## src/rtl/cpr_pkg.sv

```systemverilog
`timescale 1ns / 1ps

package cpr_pkg;

  localparam int FRAMES_DEF    = 16;
  localparam int PAGE_BITS_DEF = 8;

  localparam int CFG_W       = 5;
  localparam int OUTCOME_W   = 2;
  localparam int FRAME_OUT_W = 4;

  localparam logic [CFG_W-1:0] CFG_RESET = 5'd16;

  localparam logic [OUTCOME_W-1:0] OUTCOME_HIT   = 2'd0;
  localparam logic [OUTCOME_W-1:0] OUTCOME_FILL  = 2'd1;
  localparam logic [OUTCOME_W-1:0] OUTCOME_EVICT = 2'd2;

  // controller to datapath
  typedef struct packed {
    logic start;
    logic scan;
    logic hit;
    logic fill;
    logic sweep_clr;
    logic ev_rd;
    logic evict;
  } cmd_t;

  // datapath to controller
  typedef struct packed {
    logic scan_done;
    logic hit;
    logic empty;
    logic ref_set;
    logic out_free;
  } status_t;

endpackage

```

## src/rtl/cpr_ctrl.sv

```systemverilog
`timescale 1ns / 1ps

module cpr_ctrl (
  input  logic            clk,
  input  logic            rst,
  input  logic            in_valid,
  output logic            in_ready,
  input  cpr_pkg::status_t status,
  output cpr_pkg::cmd_t    cmd
);
  import cpr_pkg::*;

  typedef enum logic [2:0] {
    S_IDLE,
    S_SCAN,
    S_DECIDE,
    S_SWEEP,
    S_EVICT
  } state_t;

  state_t state;

  always_comb begin
    cmd = '0;
    case (state)
      S_IDLE:   cmd.start = in_valid && in_ready;
      S_SCAN:   cmd.scan = 1'b1;
      S_DECIDE: begin
        if (status.hit) begin
          cmd.hit = status.out_free;
        end else if (status.empty) begin
          cmd.fill = status.out_free;
        end
      end
      S_SWEEP: begin
        if (status.ref_set) begin
          cmd.sweep_clr = 1'b1;
        end else begin
          cmd.ev_rd = 1'b1;
        end
      end
      S_EVICT:  cmd.evict = status.out_free;
      default:  cmd = '0;
    endcase
  end

  always_ff @(posedge clk) begin
    if (rst) begin
      state    <= S_IDLE;
      in_ready <= 1'b1;
    end else begin
      case (state)
        S_IDLE: begin
          if (cmd.start) begin
            state    <= S_SCAN;
            in_ready <= 1'b0;
          end
        end
        S_SCAN: begin
          if (status.scan_done) begin
            state <= S_DECIDE;
          end
        end
        S_DECIDE: begin
          if (cmd.hit || cmd.fill) begin
            state    <= S_IDLE;
            in_ready <= 1'b1;
          end else if (!status.hit && !status.empty) begin
            state <= S_SWEEP;
          end
        end
        S_SWEEP: begin
          if (cmd.ev_rd) begin
            state <= S_EVICT;
          end
        end
        S_EVICT: begin
          if (cmd.evict) begin
            state    <= S_IDLE;
            in_ready <= 1'b1;
          end
        end
        default: begin
          state    <= S_IDLE;
          in_ready <= 1'b1;
        end
      endcase
    end
  end

endmodule

```

## src/rtl/cpr_datapath.sv

```systemverilog
`timescale 1ns / 1ps

module cpr_datapath #(
  parameter int FRAMES    = cpr_pkg::FRAMES_DEF,
  parameter int PAGE_BITS = cpr_pkg::PAGE_BITS_DEF
) (
  input  logic                              clk,
  input  logic                              rst,
  input  logic [cpr_pkg::CFG_W-1:0]         frame_count,
  input  logic [PAGE_BITS-1:0]              page,
  input  cpr_pkg::cmd_t                     cmd,
  output cpr_pkg::status_t                  status,
  output logic                              out_valid,
  input  logic                              out_ready,
  output logic [cpr_pkg::OUTCOME_W-1:0]     outcome,
  output logic [cpr_pkg::FRAME_OUT_W-1:0]   frame,
  output logic [PAGE_BITS-1:0]              evicted_page,
  output logic [cpr_pkg::FRAME_OUT_W-1:0]   hand_position
);
  import cpr_pkg::*;

  localparam int IDX_W = (FRAMES > 1) ? $clog2(FRAMES) : 1;
  localparam int CNT_W = $clog2(FRAMES + 1);

  logic [PAGE_BITS-1:0] mem [FRAMES];
  logic [PAGE_BITS-1:0] rd_data;
  logic [PAGE_BITS-1:0] page_q;
  logic [FRAMES-1:0]    frame_valid;
  logic [FRAMES-1:0]    ref_bit;
  logic [IDX_W-1:0]     hand;
  logic [IDX_W-1:0]     hand_inc;
  logic [IDX_W-1:0]     cmp_idx;
  logic [IDX_W-1:0]     hit_idx;
  logic [IDX_W-1:0]     empty_idx;
  logic [IDX_W-1:0]     rd_addr;
  logic [IDX_W-1:0]     wr_addr;
  logic [CNT_W-1:0]     count;
  logic [CNT_W-1:0]     scan_idx;
  logic                 cmp_pend;
  logic                 hit_flag;
  logic                 empty_flag;
  logic                 scan_more;
  logic                 rd_en;
  logic                 wr_en;
  logic                 hit_now;
  logic                 empty_now;

  // clamp the register to 1..FRAMES
  always_comb begin
    if (frame_count == '0) begin
      count = CNT_W'(1);
    end else if (int'(frame_count) > FRAMES) begin
      count = CNT_W'(FRAMES);
    end else begin
      count = CNT_W'(frame_count);
    end
  end

  assign hand_inc  = ((CNT_W'(hand) + CNT_W'(1)) == count) ? '0 : hand + IDX_W'(1);
  assign scan_more = scan_idx < count;
  assign rd_en     = (cmd.scan && scan_more) || cmd.ev_rd;
  assign rd_addr   = cmd.ev_rd ? hand : scan_idx[IDX_W-1:0];
  assign wr_en     = cmd.fill || cmd.evict;
  assign wr_addr   = cmd.fill ? empty_idx : hand;

  // first match and first empty frame, in ascending order
  assign hit_now   = cmd.scan && cmp_pend && !hit_flag &&
                     frame_valid[cmp_idx] && (rd_data == page_q);
  assign empty_now = cmd.scan && cmp_pend && !empty_flag && !frame_valid[cmp_idx];

  always_ff @(posedge clk) begin
    if (wr_en) begin
      mem[wr_addr] <= page_q;
    end
    if (rd_en) begin
      rd_data <= mem[rd_addr];
    end
  end

  always_ff @(posedge clk) begin
    if (rst) begin
      frame_valid <= '0;
      ref_bit     <= '0;
      hand        <= '0;
      scan_idx    <= '0;
      cmp_pend    <= 1'b0;
      hit_flag    <= 1'b0;
      empty_flag  <= 1'b0;
      out_valid   <= 1'b0;
    end else begin
      if (cmd.start) begin
        if (CNT_W'(hand) >= count) begin
          hand <= '0;
        end
        scan_idx   <= '0;
        cmp_pend   <= 1'b0;
        hit_flag   <= 1'b0;
        empty_flag <= 1'b0;
      end
      if (cmd.scan) begin
        cmp_pend <= scan_more;
        if (scan_more) begin
          scan_idx <= scan_idx + CNT_W'(1);
        end
        if (hit_now) begin
          hit_flag <= 1'b1;
        end
        if (empty_now) begin
          empty_flag <= 1'b1;
        end
      end
      if (cmd.hit) begin
        ref_bit[hit_idx] <= 1'b1;
      end
      if (cmd.fill) begin
        frame_valid[empty_idx] <= 1'b1;
        ref_bit[empty_idx]     <= 1'b1;
      end
      if (cmd.sweep_clr) begin
        ref_bit[hand] <= 1'b0;
        hand          <= hand_inc;
      end
      if (cmd.evict) begin
        ref_bit[hand] <= 1'b1;
        hand          <= hand_inc;
      end
      if (cmd.hit || cmd.fill || cmd.evict) begin
        out_valid <= 1'b1;
      end else if (out_ready) begin
        out_valid <= 1'b0;
      end
    end
  end

  always_ff @(posedge clk) begin
    if (cmd.start) begin
      page_q <= page;
    end
    if (cmd.scan && scan_more) begin
      cmp_idx <= scan_idx[IDX_W-1:0];
    end
    if (hit_now) begin
      hit_idx <= cmp_idx;
    end
    if (empty_now) begin
      empty_idx <= cmp_idx;
    end
    if (cmd.hit) begin
      outcome       <= OUTCOME_HIT;
      frame         <= FRAME_OUT_W'(hit_idx);
      evicted_page  <= '0;
      hand_position <= FRAME_OUT_W'(hand);
    end else if (cmd.fill) begin
      outcome       <= OUTCOME_FILL;
      frame         <= FRAME_OUT_W'(empty_idx);
      evicted_page  <= '0;
      hand_position <= FRAME_OUT_W'(hand);
    end else if (cmd.evict) begin
      outcome       <= OUTCOME_EVICT;
      frame         <= FRAME_OUT_W'(hand);
      evicted_page  <= rd_data;
      hand_position <= FRAME_OUT_W'(hand_inc);
    end
  end

  assign status.scan_done = hit_flag || (!scan_more && !cmp_pend);
  assign status.hit       = hit_flag;
  assign status.empty     = empty_flag;
  assign status.ref_set   = ref_bit[hand];
  assign status.out_free  = !out_valid || out_ready;

endmodule

```

## src/rtl/clock_page_replacement_top.sv

```systemverilog
// a hit ends the scan at the matching frame; a fill follows a scan of all count frames; an
//   eviction follows that scan with a sweep that clears each set reference bit it passes,
//   then reads and replaces the page at the hand; one reference at a time, set by the
//   serial scan of the page store (one frame per cycle through its single read port)
// reset: clears valid and reference bits, the hand and the output beat; frame_count
//   returns to 16; the page store is not cleared, so there is no clearing pass
`timescale 1ns / 1ps

module clock_page_replacement_top #(
  parameter int FRAMES    = cpr_pkg::FRAMES_DEF,
  parameter int PAGE_BITS = cpr_pkg::PAGE_BITS_DEF
) (
  input  logic                            clk,
  input  logic                            rst,
  // configuration write, no handshake
  input  logic                            cfg_we,
  input  logic [cpr_pkg::CFG_W-1:0]       cfg_wdata,
  // reference input
  input  logic                            in_valid,
  output logic                            in_ready,
  input  logic [PAGE_BITS-1:0]            page,
  // result output
  output logic                            out_valid,
  input  logic                            out_ready,
  output logic [cpr_pkg::OUTCOME_W-1:0]   outcome,
  output logic [cpr_pkg::FRAME_OUT_W-1:0] frame,
  output logic [PAGE_BITS-1:0]            evicted_page,
  output logic [cpr_pkg::FRAME_OUT_W-1:0] hand_position
);
  import cpr_pkg::*;

  // frames in use; clamped to 1..FRAMES inside the datapath
  logic [CFG_W-1:0] frame_count;

  cmd_t    cmd;
  status_t status;

  always_ff @(posedge clk) begin
    if (rst) begin
      frame_count <= CFG_RESET;
    end else if (cfg_we) begin
      frame_count <= cfg_wdata;
    end
  end

  // sequencer: scan for hit and first empty frame, then report the hit, fill, or sweep the hand and evict
  cpr_ctrl u_ctrl (
    .clk      (clk),
    .rst      (rst),
    .in_valid (in_valid),
    .in_ready (in_ready),
    .status   (status),
    .cmd      (cmd)
  );

  // page store, valid and reference bits, hand, and the output beat register
  // (the output register lets a finished beat wait while the next page is taken)
  cpr_datapath #(
    .FRAMES    (FRAMES),
    .PAGE_BITS (PAGE_BITS)
  ) u_datapath (
    .clk           (clk),
    .rst           (rst),
    .frame_count   (frame_count),
    .page          (page),
    .cmd           (cmd),
    .status        (status),
    .out_valid     (out_valid),
    .out_ready     (out_ready),
    .outcome       (outcome),
    .frame         (frame),
    .evicted_page  (evicted_page),
    .hand_position (hand_position)
  );

endmodule

```

## config.mk

```make
export PLATFORM = sky130hd
export DESIGN_NAME = clock_page_replacement_top
export DESIGN_NICKNAME = d
export VERILOG_FILES = /design/src/rtl/cpr_pkg.sv /design/src/rtl/cpr_ctrl.sv /design/src/rtl/cpr_datapath.sv /design/src/rtl/clock_page_replacement_top.sv
export SDC_FILE = /design/constraint.sdc
export NUM_CORES = 1
export LEC_CHECK = 0
export ABC_CLOCK_PERIOD_IN_PS = 3500
export BUFFER_PORTS_ARGS = -buffer_cell sky130_fd_sc_hd__buf_4
export CAP_MARGIN = 0
export CORE_ASPECT_RATIO = 1.1
export CORE_MARGIN = 3
export CORE_UTILIZATION = 35
export DETAILED_ROUTE_END_ITERATION = 12
export SYNTH_ARGS = -nofsm -noshare
export SYNTH_HDL_FRONTEND = slang
export SYNTH_SLANG_ARGS = --single-unit
```

## constraint.sdc

```tcl
create_clock -name clk -period 3.5 [get_ports clk]
set_input_delay 0.175 -clock clk [delete_from_list [all_inputs] [get_ports clk]]
set_output_delay 0.175 -clock clk [all_outputs]
set_load 0.1 [all_outputs]
```

==> flow_summary.toml <==
[power]
p_sw_share_pct = 28.7
p_sw_mw = 2.01
powerDensity_nw_per_um2 = 597
power.total_mw = 7.01
p_seq_share_pct = 47.0
leakage_nw = 4.41
vdd_drop_max_mv = 0.407
pwr-share-comb_pct = 16.0
internal_power_mw = 4.99
clock_power_share_pct = 37.0

[drt]
vias_per_cell = 5.37
top_layer = "met4"
drt_iter0_markers = 494
drc = 0
wl_met3_mm = 1.43
ant_nets = 0
drt_wl_total_mm = 25.9
drt_first_pass_iters = 5
wl_met2_mm = 13.0
wl_per_cell_um = 20.8
met1_length_mm = 10.4
via_count = 6704

[logic_synthesis]
netlist_instances = 786
ys_async_sr_fraction_pct = 0
netlist_area_um2 = 9820
synth_top_family_by_area = "simple AND/OR/NAND/NOR gates"
synth_top_area_share_pct = 50.1
ys_ff_latch = 228
synth-compound-area-share_pct = 10.1
synth.most_common_cell = "edfxtp_1"
ys_top_cells_by_area = "edfxtp_1 (50%), dfxtp_1 (13%), mux2i_1 (7.1%)"
synth_top_area_cell = "edfxtp_1"
synthesis.nets = 817
synthSimpleGateAreaFrac_pct = 11.8
synth_edf_count = 164
avgSynthCellArea_um2 = 12.5
ys_seq_area_share_pct = 63.2
synth-xor-area-share_pct = 0.981
ys_types = 60
synthTopCellsByCount = "edfxtp_1 (164), nor2_1 (103), nand2_1 (75)"
synth_fa_ha_area_share_pct = 1.66
ys_warn_count = 0
synthFlopType = "edfxtp_1"
synth_mux_area_share_pct = 9.95

[setup_path]
path_cells = "buf_6, mux4_2, mux2i_4, o2bb2ai_4, mux2i_4, buf_12, mux2i_2, o22ai_1, or4_1"
crit_top_cell = "mux2i_4"
cpPeakStageDelay_ns = 0.55
critical_path_class = "register to register"
r2r_slack_ns = 0.11
reg2reg_depth = 9
crit_buf_inv = 2
r2r_end = "u_datapath.rd_data[0]"
slowest_stage = "mux4_2"
cp-start-kind = "register"
arrival_ns = 3.67
endpoint_kind = "register"
critPathLaunch = "u_datapath.hand[1]"
r2r_start = "u_datapath.hand[1]"
required_ns = 3.78
crit_family = "multiplexers"
cp_max_fo = 23

[timing]
setup_ws_ns = 0.114
finalSetupViolations = 0
finClkSkew_ns = 0.0134
slew_headroom_pct = 37.3
hold_viol = 0
fmax_mhz = 295
period_needed_ns = 3.39
fin_hold_ws_ns = 0.0888
setup_tns_ns = 0
worst_pin_slew_ns = 0.936
drv_slew = 0
fin_crit_sh_pct = 96.7

[min_path]
whs_endpoint = "u_ctrl.in_ready"
min-delay-start = "in_valid"
whs_path_depth = 3
hold_path_class = "primary input to register"

[global_routing]
grt_usage_pct = 16.9
grt_pass1_vias = 6530
grt_overflow_total = 0
antenna_found_initial = 0
grt_max_degree = 52
grt_pass1_wl_mm = 39.6

[placed_design]
io_buffers = 37
preCtsSetupSlack_ns = 0.0412
place_inst = 1181
place_congestion = 0.866
dp_hpwl_mm = 18.2

[floorplan]
die_h_um = 182
coreArea_um2 = 27300
std_cell_rows = 63
dieWidth_um = 166
initial_core_util_pct = 36.0
io_pins = 38
die_area_um2 = 30100

[clock_tree]
htree_num_levels = 1
clk_latency_ns = 0.54
clk_path_buf_depth = 3
path_clk_slew_ns = 0.06
clock-sinks = 228
numCtsBuffers = 25
cts_root_buf = "clkbuf_16"
cts_tree = "built"

[layout]
drive_above_1_share_pct = 16.0
nNetsFinal = 903
area_growth_pct = 19.4
n_antenna_cell = 0
final_cell_count_no_fill = 1248

[outcome]
status = "complete, no violations"

[run]
cap_violations = 0
[routing by layer]
| metal | up-vias | global-route usage, % |
|---|---|---|
| li1 | 3151 | - |
| met1 | 3243 | 21.4 |
| met2 | 248 | 29.4 |
| met3 | 62 | 2.53 |
| met4 | 0 | 6.16 |
| met5 | - | 0 |
[layout make-up]
class / instances / area, um^2
Fill cell: 2585 / 15500
Sequential cell: 228 / 6210
Multi-Input combinational cell: 508 / 3410
Timing Repair Buffer: 98 / 812
Clock buffer: 37 / 731
Tap cell: 357 / 447
Clock inverter: 9 / 83.8
Inverter: 11 / 41.3
[cells in the final DEF (no fill, tap or decap), types with 3 or more instances in the layout]
| cell | netlist | routed |
|---|---|---|
| nor4_1 | 4 | 4 |
| buf_4 | 1 | 76 |
| o21ai_1 | 3 | 3 |
| edfxtp_1 | 164 | 164 |
| nor2_1 | 103 | 103 |
| nand4_1 | 4 | 4 |
| or3_1 | 3 | 3 |
| ha_1 | 13 | 13 |
| nor3_1 | 18 | 18 |
| xnor2_1 | 3 | 3 |
| clkbuf_8 | 0 | 6 |
| clkbuf_16 | 0 | 25 |
| a21oi_1 | 35 | 35 |
| nor4b_1 | 3 | 3 |
| a211oi_1 | 3 | 3 |
| mux2i_4 | 1 | 3 |
| or4_1 | 8 | 8 |
| nand3_1 | 9 | 9 |
| inv_1 | 11 | 11 |
| o21ai_0 | 8 | 8 |
| o32ai_1 | 14 | 14 |
| o211ai_1 | 5 | 5 |
| a21o_1 | 4 | 4 |
| mux2i_1 | 70 | 68 |
| o22ai_1 | 37 | 37 |
| dfxtp_1 | 64 | 64 |
| nand2b_1 | 14 | 14 |
| dlygate4sd3_1 | 0 | 19 |
| clkinv_2 | 0 | 6 |
| nand2_1 | 75 | 75 |
| xor2_1 | 8 | 8 |
| a31oi_1 | 14 | 14 |
| mux2_2 | 3 | 3 |
| a31oi_2 | 3 | 3 |
| mux4_2 | 8 | 8 |
| clkbuf_1 | 27 | 6 |
[power groups by stage]
stage / clock network [mW] / registers [mW] / logic (mW)
after floorplan: 0 / 3.60 / 0.485
after global placement: 0 / 3.35 / 1.10
after detailed placement: 0 / 3.35 / 1.11
after CTS: 2.63 / 3.29 / 1.13
after global routing: 2.76 / 3.31 / 1.19
final: 2.59 / 3.29 / 1.12
[registers in the layout (all words and copies together), names as in the netlist]
register,cells
u_datapath.hand,4
u_datapath.empty_flag,1
u_datapath.frame,4
u_datapath.frame_valid,16
u_datapath.hand_position,4
u_datapath.evicted_page,8
u_datapath.ref_bit,16
u_datapath.scan_idx,5
u_datapath.hit_idx,4
u_datapath.empty_idx,4
u_ctrl.state,3
u_datapath.mem,128
u_datapath.out_valid,1
u_datapath.cmp_idx,4
u_ctrl.in_ready,1
frame_count,5
u_datapath.hit_flag,1
u_datapath.outcome,2
u_datapath.cmp_pend,1
u_datapath.rd_data,8
u_datapath.page_q,8
[stage by stage]
step / util (%) / instance area, um^2
after floorplan: - / 9820
after detailed placement: 39.2 / 10700
final: 43.0 / 11700
after global routing: 43.0 / 11700
after CTS: 42.9 / 11700
after global placement: 39.2 / 10700
[worst max-delay path by stage]
stage | slack [ns] | cells after the start | to
finish | 0.11 | 9 | u_datapath.rd_data[0]
global route | -0.0004 | 9 | u_datapath.rd_data[5]
CTS | 0.03 | 9 | u_datapath.rd_data[0]
detailed placement | 0.04 | 9 | u_datapath.rd_data[0]
global placement | 0.08 | 9 | u_datapath.rd_data[0]
floorplan | 0.23 | 8 | u_datapath.rd_data[1]
[cell families (layout without fill, tap and decap cells)]
family,Yosys count,in the layout
AOI/OAI and AO/OA,144,144
xor gates and xnor gates,11,11
adders and majority gates,13,13
buffers and inverters,50,155
DFF,228,228
muxes,84,84
and+or+nand+nor,256,256
[tightest hold or removal path, delay by kind of cell]
| family | cells | cell delay [ns] |
|---|---|---|
| compound gates | 1 | 0.15 |
| buf+inv | 1 | 0.11 |
| simple gates | 1 | 0.14 |
[repair_timing]
item | CTS | global route
hold endpoints to repair | 13 | 0
endpoints found under the setup margin | 0 | 6
buffers inserted | 0 | 2
hold buffers | 19 | 0
resized for setup | 0 | 2
(Power assumes the default switching activity.)
